==> src/hdl/rpg_pkg.sv <==
// ----------------------------------------------------------------------------
// rpg_pkg - shared types, constants and microprogram of the permutation block
// Holds the field widths, the xorshift step, the control word layout and the
// read-only program that sequences fill, shuffle and output.
// ----------------------------------------------------------------------------
package rpg_pkg;

	// Field widths and generator constants
	localparam int COUNT_W       = 5;
	localparam int VALUE_W       = 4;
	localparam int GEN_W         = 64;
	localparam int DRAW_W        = 32;
	localparam int DRAW_LSB      = 11;
	localparam int XS_A          = 13;
	localparam int XS_B          = 7;
	localparam int XS_C          = 17;
	localparam int DEF_MAX_COUNT = 16;
	localparam logic [GEN_W-1:0] RESET_SEED = 64'd88172645463325252;

	// Modulo unit: draw bits retired per cycle and cycles per draw
	localparam int MOD_BITS  = 2;
	localparam int MOD_STEPS = DRAW_W / MOD_BITS;
	localparam int MCNT_W    = $clog2(MOD_STEPS);

	// Microprogram addressing
	localparam int STEP_W = 4;
	typedef logic [STEP_W-1:0] step_t;

	localparam step_t ST_IDLE   = 4'd0;
	localparam step_t ST_FILL   = 4'd1;
	localparam step_t ST_TOP    = 4'd2;
	localparam step_t ST_GEN    = 4'd3;
	localparam step_t ST_MOD    = 4'd4;
	localparam step_t ST_RDI    = 4'd5;
	localparam step_t ST_RDJ    = 4'd6;
	localparam step_t ST_WRI    = 4'd7;
	localparam step_t ST_WRJ    = 4'd8;
	localparam step_t ST_OUT_RD = 4'd9;
	localparam step_t ST_OUT_LD = 4'd10;

	// Store address source
	typedef enum logic [1:0] {
		ADR_K = 2'd0,
		ADR_I = 2'd1,
		ADR_J = 2'd2
	} addr_sel_t;

	// Store write data source
	typedef enum logic [1:0] {
		WD_K    = 2'd0,
		WD_RD   = 2'd1,
		WD_HOLD = 2'd2
	} wdata_sel_t;

	// Register update performed by a step
	typedef enum logic [2:0] {
		OP_NONE    = 3'd0,
		OP_ACCEPT  = 3'd1,
		OP_KINC    = 3'd2,
		OP_SET_TOP = 3'd3,
		OP_GEN     = 3'd4,
		OP_MOD     = 3'd5,
		OP_TAKE_VI = 3'd6,
		OP_EMIT    = 3'd7
	} op_t;

	// Jump condition tested at the end of a step: true takes tgt_t
	typedef enum logic [2:0] {
		CND_NEVER      = 3'd0,
		CND_NO_START   = 3'd1,
		CND_K_NOT_LAST = 3'd2,
		CND_N_ONE      = 3'd3,
		CND_MOD_MORE   = 3'd4,
		CND_I_NOT_ONE  = 3'd5,
		CND_OUT_BUSY   = 3'd6
	} cond_t;

	typedef struct packed {
		logic       we;
		logic       idec;
		addr_sel_t  addr;
		wdata_sel_t wsel;
		op_t        op;
		cond_t      cond;
		step_t      tgt_t;
		step_t      tgt_f;
	} uword_t;

	// Program ROM: one control word per step
	function automatic uword_t ucode(step_t pc);
		uword_t w;
		w = '{we: 1'b0, idec: 1'b0, addr: ADR_K, wsel: WD_K, op: OP_NONE,
		      cond: CND_NEVER, tgt_t: ST_IDLE, tgt_f: ST_IDLE};
		case (pc)
			ST_IDLE: begin
				w.op = OP_ACCEPT; w.cond = CND_NO_START;
				w.tgt_t = ST_IDLE; w.tgt_f = ST_FILL;
			end
			ST_FILL: begin
				w.we = 1'b1; w.addr = ADR_K; w.wsel = WD_K; w.op = OP_KINC;
				w.cond = CND_K_NOT_LAST; w.tgt_t = ST_FILL; w.tgt_f = ST_TOP;
			end
			ST_TOP: begin
				w.op = OP_SET_TOP; w.cond = CND_N_ONE;
				w.tgt_t = ST_OUT_RD; w.tgt_f = ST_GEN;
			end
			ST_GEN: begin
				w.op = OP_GEN; w.tgt_f = ST_MOD;
			end
			ST_MOD: begin
				w.op = OP_MOD; w.cond = CND_MOD_MORE;
				w.tgt_t = ST_MOD; w.tgt_f = ST_RDI;
			end
			ST_RDI: begin
				w.addr = ADR_I; w.tgt_f = ST_RDJ;
			end
			ST_RDJ: begin
				w.addr = ADR_J; w.op = OP_TAKE_VI; w.tgt_f = ST_WRI;
			end
			ST_WRI: begin
				w.we = 1'b1; w.addr = ADR_I; w.wsel = WD_RD; w.tgt_f = ST_WRJ;
			end
			ST_WRJ: begin
				w.we = 1'b1; w.addr = ADR_J; w.wsel = WD_HOLD; w.idec = 1'b1;
				w.cond = CND_I_NOT_ONE; w.tgt_t = ST_GEN; w.tgt_f = ST_OUT_RD;
			end
			ST_OUT_RD: begin
				w.addr = ADR_K; w.cond = CND_OUT_BUSY;
				w.tgt_t = ST_OUT_RD; w.tgt_f = ST_OUT_LD;
			end
			ST_OUT_LD: begin
				w.op = OP_EMIT; w.cond = CND_K_NOT_LAST;
				w.tgt_t = ST_OUT_RD; w.tgt_f = ST_IDLE;
			end
			default: begin
				w.tgt_f = ST_IDLE;
			end
		endcase
		return w;
	endfunction

	// One xorshift64 step (13, 7, 17)
	function automatic logic [GEN_W-1:0] xs_next(logic [GEN_W-1:0] s);
		logic [GEN_W-1:0] t;
		t = s ^ (s << XS_A);
		t = t ^ (t >> XS_B);
		t = t ^ (t << XS_C);
		return t;
	endfunction

endpackage

==> src/hdl/random_permutation_generator.sv <==
// ----------------------------------------------------------------------------
// random_permutation_generator - Fisher-Yates shuffle with xorshift64 draws
// Sequenced by a small microprogram over a counter/modulo datapath and a
// single-port permutation store.
// ----------------------------------------------------------------------------
// Usage:
//   Input channel (in_valid / in_stall / count): one transfer per request.
//   count is saturated to MAX_COUNT; a count of zero yields no output.
//   Output channel (out_valid / out_stall / value / last): count transfers,
//   the shuffled indices in store order, last high on the final one.
//   seed_we / seed_data load the 64-bit generator state directly; write only
//   while the block is idle. The generator state carries over between
//   requests.
// Sequence for a count n >= 2:
//   accept, fill of n entries, setup, one shuffle step for each i from n-1
//   down to 1, then a read and a load of the output register per index. Each
//   shuffle step is one xorshift step, a modulo pass (two draw bits per cycle)
//   and a swap through the one store port: read i, read j, write i, write j.
//   in_stall stays high from acceptance until the last result is loaded into
//   the output register, so the next request can be taken while that result
//   waits. A stalled output holds its register and the sequencer waits.
// Reset: sequencer returns to idle, output register empties, generator is
//   loaded with the reset seed. The store needs no clearing.
// ----------------------------------------------------------------------------
module random_permutation_generator #(
	parameter int MAX_COUNT = rpg_pkg::DEF_MAX_COUNT
) (
	input  logic                        clk,
	input  logic                        arst_n,
	input  logic                        seed_we,
	input  logic [rpg_pkg::GEN_W-1:0]   seed_data,
	input  logic                        in_valid,
	output logic                        in_stall,
	input  logic [rpg_pkg::COUNT_W-1:0] count,
	output logic                        out_valid,
	input  logic                        out_stall,
	output logic [rpg_pkg::VALUE_W-1:0] value,
	output logic                        last
);

	import rpg_pkg::*;

	localparam int IW = $clog2(MAX_COUNT);
	localparam int CW = $clog2(MAX_COUNT + 1);
	localparam int LW = (CW > COUNT_W) ? CW : COUNT_W;
	localparam int EW = (IW > VALUE_W) ? IW : VALUE_W;

	step_t            upc_q;
	uword_t           uw;
	logic             cond_hit;
	logic [CW-1:0]    n_q;
	logic [CW-1:0]    n_sat;
	logic [LW-1:0]    cnt_ext;
	logic [IW-1:0]    k_q;
	logic [IW-1:0]    i_q;
	logic [IW-1:0]    rem_q;
	logic [IW-1:0]    rem_nx;
	logic [IW:0]      divisor;
	logic [DRAW_W-1:0] draw_q;
	logic [MCNT_W-1:0] mcnt_q;
	logic [GEN_W-1:0] gen_q;
	logic [GEN_W-1:0] gen_nx;
	logic [IW-1:0]    vi_q;
	logic [IW-1:0]    mem_addr;
	logic [IW-1:0]    mem_wdata;
	logic [IW-1:0]    mem_rdata;
	logic [EW-1:0]    elem_ext;
	logic             in_xfer;
	logic             out_xfer;
	logic             k_last;
	logic             out_valid_q;
	logic [VALUE_W-1:0] value_q;
	logic             last_q;

	// Fetch the control word of the current step
	assign uw = ucode(upc_q);

	// Saturate the requested count
	assign cnt_ext = LW'(count);
	assign n_sat   = (cnt_ext > LW'(MAX_COUNT)) ? CW'(MAX_COUNT) : CW'(cnt_ext);

	assign in_stall = (upc_q != ST_IDLE);
	assign in_xfer  = in_valid && !in_stall;
	assign out_xfer = out_valid_q && !out_stall;
	assign k_last   = (CW'(k_q) == n_q - CW'(1));

	// Evaluate the jump condition
	always_comb begin
		case (uw.cond)
			CND_NEVER:      cond_hit = 1'b0;
			CND_NO_START:   cond_hit = !(in_xfer && (n_sat != '0));
			CND_K_NOT_LAST: cond_hit = !k_last;
			CND_N_ONE:      cond_hit = (n_q == CW'(1));
			CND_MOD_MORE:   cond_hit = (mcnt_q != MCNT_W'(MOD_STEPS - 1));
			CND_I_NOT_ONE:  cond_hit = (i_q != IW'(1));
			CND_OUT_BUSY:   cond_hit = out_valid_q && out_stall;
			default:        cond_hit = 1'b0;
		endcase
	end

	// Advance the step counter
	always_ff @(posedge clk or negedge arst_n) begin
		if (!arst_n) begin
			upc_q <= ST_IDLE;
		end else begin
			upc_q <= cond_hit ? uw.tgt_t : uw.tgt_f;
		end
	end

	// Retire two draw bits per cycle: restoring remainder against i+1
	assign divisor = (IW + 1)'(i_q) + (IW + 1)'(1);
	always_comb begin
		logic [IW:0] r;
		r = {1'b0, rem_q};
		for (int b = 0; b < MOD_BITS; b++) begin
			r = {r[IW-1:0], draw_q[DRAW_W-1-b]};
			if (r >= divisor) begin
				r = r - divisor;
			end
		end
		rem_nx = r[IW-1:0];
	end

	assign gen_nx = xs_next(gen_q);

	// Generator state: seed load or one step per draw
	always_ff @(posedge clk or negedge arst_n) begin
		if (!arst_n) begin
			gen_q <= RESET_SEED;
		end else if (seed_we) begin
			gen_q <= seed_data;
		end else if (uw.op == OP_GEN) begin
			gen_q <= gen_nx;
		end
	end

	// Datapath registers driven by the control word
	always_ff @(posedge clk) begin
		case (uw.op)
			OP_ACCEPT: begin
				n_q <= n_sat;
				k_q <= '0;
			end
			OP_KINC: begin
				k_q <= k_q + IW'(1);
			end
			OP_SET_TOP: begin
				i_q <= IW'(n_q - CW'(1));
				k_q <= '0;
			end
			OP_GEN: begin
				draw_q <= gen_nx[DRAW_LSB +: DRAW_W];
				rem_q  <= '0;
				mcnt_q <= '0;
			end
			OP_MOD: begin
				draw_q <= draw_q << MOD_BITS;
				rem_q  <= rem_nx;
				mcnt_q <= mcnt_q + MCNT_W'(1);
			end
			OP_TAKE_VI: begin
				vi_q <= mem_rdata;
			end
			OP_EMIT: begin
				k_q <= k_q + IW'(1);
			end
			default: begin
			end
		endcase
		if (uw.idec) begin
			i_q <= i_q - IW'(1);
			k_q <= '0;
		end
	end

	// Select store address and write data
	always_comb begin
		case (uw.addr)
			ADR_K:   mem_addr = k_q;
			ADR_I:   mem_addr = i_q;
			ADR_J:   mem_addr = rem_q;
			default: mem_addr = k_q;
		endcase
		case (uw.wsel)
			WD_K:    mem_wdata = k_q;
			WD_RD:   mem_wdata = mem_rdata;
			WD_HOLD: mem_wdata = vi_q;
			default: mem_wdata = k_q;
		endcase
	end

	rpg_ram #(
		.WIDTH (IW),
		.DEPTH (MAX_COUNT)
	) u_store (
		.clk   (clk),
		.we    (uw.we),
		.addr  (mem_addr),
		.wdata (mem_wdata),
		.rdata (mem_rdata)
	);

	// Output register: load on emit, drop on transfer
	assign elem_ext = EW'(mem_rdata);

	always_ff @(posedge clk or negedge arst_n) begin
		if (!arst_n) begin
			out_valid_q <= 1'b0;
		end else if (uw.op == OP_EMIT) begin
			out_valid_q <= 1'b1;
		end else if (out_xfer) begin
			out_valid_q <= 1'b0;
		end
	end

	always_ff @(posedge clk) begin
		if (uw.op == OP_EMIT) begin
			value_q <= elem_ext[VALUE_W-1:0];
			last_q  <= k_last;
		end
	end

	assign out_valid = out_valid_q;
	assign value     = value_q;
	assign last      = last_q;

endmodule

==> src/hdl/rpg_ram.sv <==
// ----------------------------------------------------------------------------
// rpg_ram - generic single-port RAM
// One write or read address per cycle, read data registered.
// ----------------------------------------------------------------------------
module rpg_ram #(
	parameter int WIDTH = 4,
	parameter int DEPTH = 16
) (
	input  logic                     clk,
	input  logic                     we,
	input  logic [$clog2(DEPTH)-1:0] addr,
	input  logic [WIDTH-1:0]         wdata,
	output logic [WIDTH-1:0]         rdata
);

	logic [WIDTH-1:0] mem_q [DEPTH];

	// Write and registered read at the same address
	always_ff @(posedge clk) begin
		if (we) begin
			mem_q[addr] <= wdata;
		end
		rdata <= mem_q[addr];
	end

endmodule
==> config.mk <==
export PLATFORM = sky130hd
export DESIGN_NAME = random_permutation_generator
export DESIGN_NICKNAME = d
export VERILOG_FILES = /design/src/hdl/rpg_pkg.sv /design/src/hdl/random_permutation_generator.sv /design/src/hdl/rpg_ram.sv
export SDC_FILE = /design/constraint.sdc
export NUM_CORES = 1
export LEC_CHECK = 0
export ABC_AREA = 1
export BUFFER_PORTS_ARGS = -buffer_cell sky130_fd_sc_hd__buf_2
export CORE_MARGIN = 5
export CORE_UTILIZATION = 65
export CTS_BUF_LIST = sky130_fd_sc_hd__clkbuf_16
export CTS_CLUSTER_SIZE = 14
export DETAILED_ROUTE_END_ITERATION = 8
export HOLD_SLACK_MARGIN = 0.06
export PLACE_DENSITY = 0.84
export RECOVER_POWER = 25
export SYNTH_ARGS = -nofsm -noshare
export SYNTH_HDL_FRONTEND = slang
export SYNTH_SLANG_ARGS = --single-unit
==> constraint.sdc <==
create_clock -name clk -period 6.3 [get_ports clk]
set_input_delay 1.26 -clock clk [delete_from_list [all_inputs] [get_ports clk]]
set_output_delay 1.26 -clock clk [all_outputs]
set_load 0.01 [all_outputs]
==> summary.txt <==
STA
  • Hold_ws: 0.4775 ns
  • Period utilisation layout: 71.87%
  • Slew margin rel.: -164.0%
  • Fin. Hold Viols: 0
  • F_max: ~220 MHz
  • Fin. max-slew vios: 138
  • Setup TNS: 0 ns
  • RSZ-0062 raised after global routing: false
  • Least-Margin Pin Slew: 3.960 ns
  • Min Tclk post-route: 4.528 ns
  • Layout Skew: around 0.012 ns
  • Final setup violation count: 0

Critical path
  • R2r startpoint: upc_q[2]$_DFF_PN0_
  • Reg2reg end: draw_q[10]$_DFFE_PP_
  • Req. time, crit path: 5.93 ns
  • Worst path top cell family by delay: buffers and inverters
  • CP bufs+invs: 2
  • Largest stage delay, worst path: 2.77 ns
  • Cell count of the worst reg-to-reg path: 8
  • Reg-to-reg setup timing slack: 2.03 ns
  • CP startpoint kind: primary input
  • Crit. End Element: async pin
  • CP Cell Sequence: buf_2, clkbuf_1
  • Critical path class: in -> async
  • Worst path arrival time: 4.15 ns
  • Worst path slowest cell: clkbuf_1
  • Crit-path max FO: 69

Yosys
  • Top cells by area, synth: edfxtp_1, dfrtp_1, xnor2_1, nand2_1, dfstp_2
  • Netlist cell types: 46
  • Asr flop ratio synth: 34.67%
  • Share of the synthesized area in the top cell type: between 30% and 40%
  • Mapped cell area: 10550 µm²
  • Synthesized flop and latch total: 199
  • Synth Area per Inst: 9.796 µm²
  • Syn Inst Count: ~1100
  • Ys flop type: edfxtp_1
  • Synth area leader: edfxtp_1
  • Yosys warns: 0
  • Post-synth net total: 1172
  • Post-synth EDFFs: 122
  • Post-synthesis sequential area ratio: 52.95%

GRT
  • Vias in the first global route: between 7000 and 8000
  • Gr ovfl total: 0
  • Initial antenna violation count: 0
  • Overall Global Routing Usage: 27.89%
  • Largest net degree at the start of global routing: 70
  • First-pass GRT wire length: 40.45 mm

Drt
  • Vias per inst: 5.819
  • Routed len/inst: ~18 µm
  • Drt drc: 0
  • DR iter-0 viols: between 700 and 800
  • Met3 wire length: 1.665 mm
  • DR WL met2: 12.47 mm
  • Routed Wire Length: 25.03 mm
  • DR vias: 8024
  • Post-DRT Antenna Nets: 0
  • Max Used Layer: met4
  • Post-Route M1 WL: approximately 10 mm
  • Drt pass-1 iters: 5

Floorplan
  • Initial Util: 66.41%
  • Die width: 137.4 µm
  • Cell row count: between 40 and 50
  • Core Box Area: 15890 µm²
  • Io pins: 81
  • Die Span Y: 137.4 µm
  • Die area: 18880 µm²

Pwr
  • Combinational group share of total power: between 50 and 60%
  • Pleak: 4.623 nW
  • Clock power share: 15.7%
  • Internal power: 3.834 mW
  • Worst vdd ir: 338.1 µV
  • Reg power frac: 33.2%
  • PwrDens: 588.1 nW/µm²
  • Switch share: 44.47%
  • Switching power: 3.070 mW

Hold path
  • Hold path endpoint: value[0]$_DFFE_PP_
  • HP Start: u_store.rdata[0]$_DFF_P_
  • Hold Path Depth: 0
  • Worst hold-check path type: reg -> reg

Clock network
  • Setup bufs post-CTS: 0
  • CTS clk-pin slew, worst paths: 0.07 ns
  • Clk_lat worst skew: 0.44 ns
  • H-tree Lvls: 4
  • CTS buffer count: 17
  • CTS tree: done
  • CTS resizes: 0
  • Root Buffer: clkbuf_16
  • Hold-fix buffers at CTS: 0
  • Num Clock Sinks: 199
  • Clock Tree Buf Depth: 2

Cells and area
  • Commonest non-fill, non-tap cell in the layout: nand2_1
  • Commonest non-fill, non-tap cells in the layout: nand2_1, edfxtp_1, xnor2_1
  • Fillers: 1116
  • Area grow syn2layout: 11.27%
  • Ant diodes: 0
  • Final core occ: 73.90%
  • Layout Cells excl Fill: 1379
  • Fin nets: 1245
  • Layout cells sized above 1: 15.74%

Place
  • Detail Placement HPWL: 17.98 mm
  • Port buffer count: 80
  • Routability congestion estimate from global placement: slightly above 0.9
  • Placed cells: between 1000 and 1500

Outcome
  • Status: finished, violations left
  • Failing checks: capacitance limit, slew limit

Run
  • Max Cap Viol: 2
-- sequential cells by signal (all words and copies together), names as in the netlist --
name / cells
gen_q: 64
u_store.mem_q: 64
draw_q: 32
n_q: 5
i_q: 4
k_q: 4
mcnt_q: 4
rem_q: 4
u_store.rdata: 4
upc_q: 4
value: 4
vi_q: 4
last: 1
out_valid: 1
-- synthesized netlist by cell type, types with 2 or more instances --
cell / count
nand3_1: 30
nand2_2: 10
dfstp_2: 29
edfxtp_1: 122
nor3_1: 2
or2_2: 2
xnor2_1: 111
nand2_1: 215
nor3b_1: 3
ha_1: 19
nand2_4: 4
nand4_1: 4
buf_1: 2
inv_1: 79
dfxtp_1: 8
nor2_2: 2
fa_1: 2
o21ai_0: 84
clkbuf_1: 29
xor2_1: 43
a221o_1: 3
buf_2: 3
nor2_1: 89
or4_1: 4
a21oi_1: 35
inv_2: 6
o211ai_1: 34
nor4_1: 2
dfrtp_1: 40
a31oi_1: 6
nand3_2: 6
a22oi_1: 35
-- through the flow --
stage	setup slack (ns)	power (mW)	instance area, µm²
after detailed placement	2.397	5.748	11160
after CTS	2.391	6.872	11750
after global placement	2.535	5.642	11160
after global routing	1.145	7.381	11740
after floorplan	3.420	4.870	10550
final	1.772	6.903	11740
-- power groups by stage --
stage               clock network, mW  registers, mW  logic, mW
floorplan                           0           2.21       2.66
global placement                    0           2.29       3.35
detailed placement                  0           2.30       3.45
CTS                              1.09           2.28       3.50
global route                     1.14           2.33       3.91
finish                           1.08           2.29       3.53
-- worst max path at each step --
stage	from	endpoint	slack [ns]	depth (start not counted)
after detailed placement	upc_q[1]$_DFF_PN0_	u_store.mem_q[14][2]$_DFFE_PP_	2.40	12
after global placement	upc_q[1]$_DFF_PN0_	u_store.mem_q[6][2]$_DFFE_PP_	2.54	12
after CTS	upc_q[1]$_DFF_PN0_	u_store.mem_q[14][3]$_DFFE_PP_	2.39	12
final	arst_n	upc_q[1]$_DFF_PN0_	1.77	2
after global routing	arst_n	out_valid$_DFFE_PN0P_	1.14	2
after floorplan	i_q[0]$_DFFE_PP_	rem_q[0]$_SDFFCE_PN0P_	3.42	19
-- layout make-up --
type	count	area (µm²)	share of cell area, %
multi-input cells	755	4498	38.32
clock inverters	15	162.7	1.386
clock buffers	17	425.4	3.624
well taps	216	270.3	2.302
flip-flops and latches	199	5587	47.59
inverters	87	330.3	2.814
repair buffers	90	465.4	3.965
-- per-layer routing --
metal | global-route usage [%] | up-vias
met1 | 35.90 | 3797
met3 | 5.515 | 63
met2 | 47.04 | 376
met4 | 10.20 | 0
li1 | - | 3788
met5 | 0 | -
-- cell families (layout without fill, tap and decap cells) --
logic type	Yosys count	in the layout	synth area share, %
flops	199	199	52.95
simple gates	375	375	15.24
compound gates	205	205	11.84
buf+inv	123	209	4.554
xor+xnor	154	154	12.78
fa+ha+maj	21	21	2.633
Power figures use the tool's default switching activity.
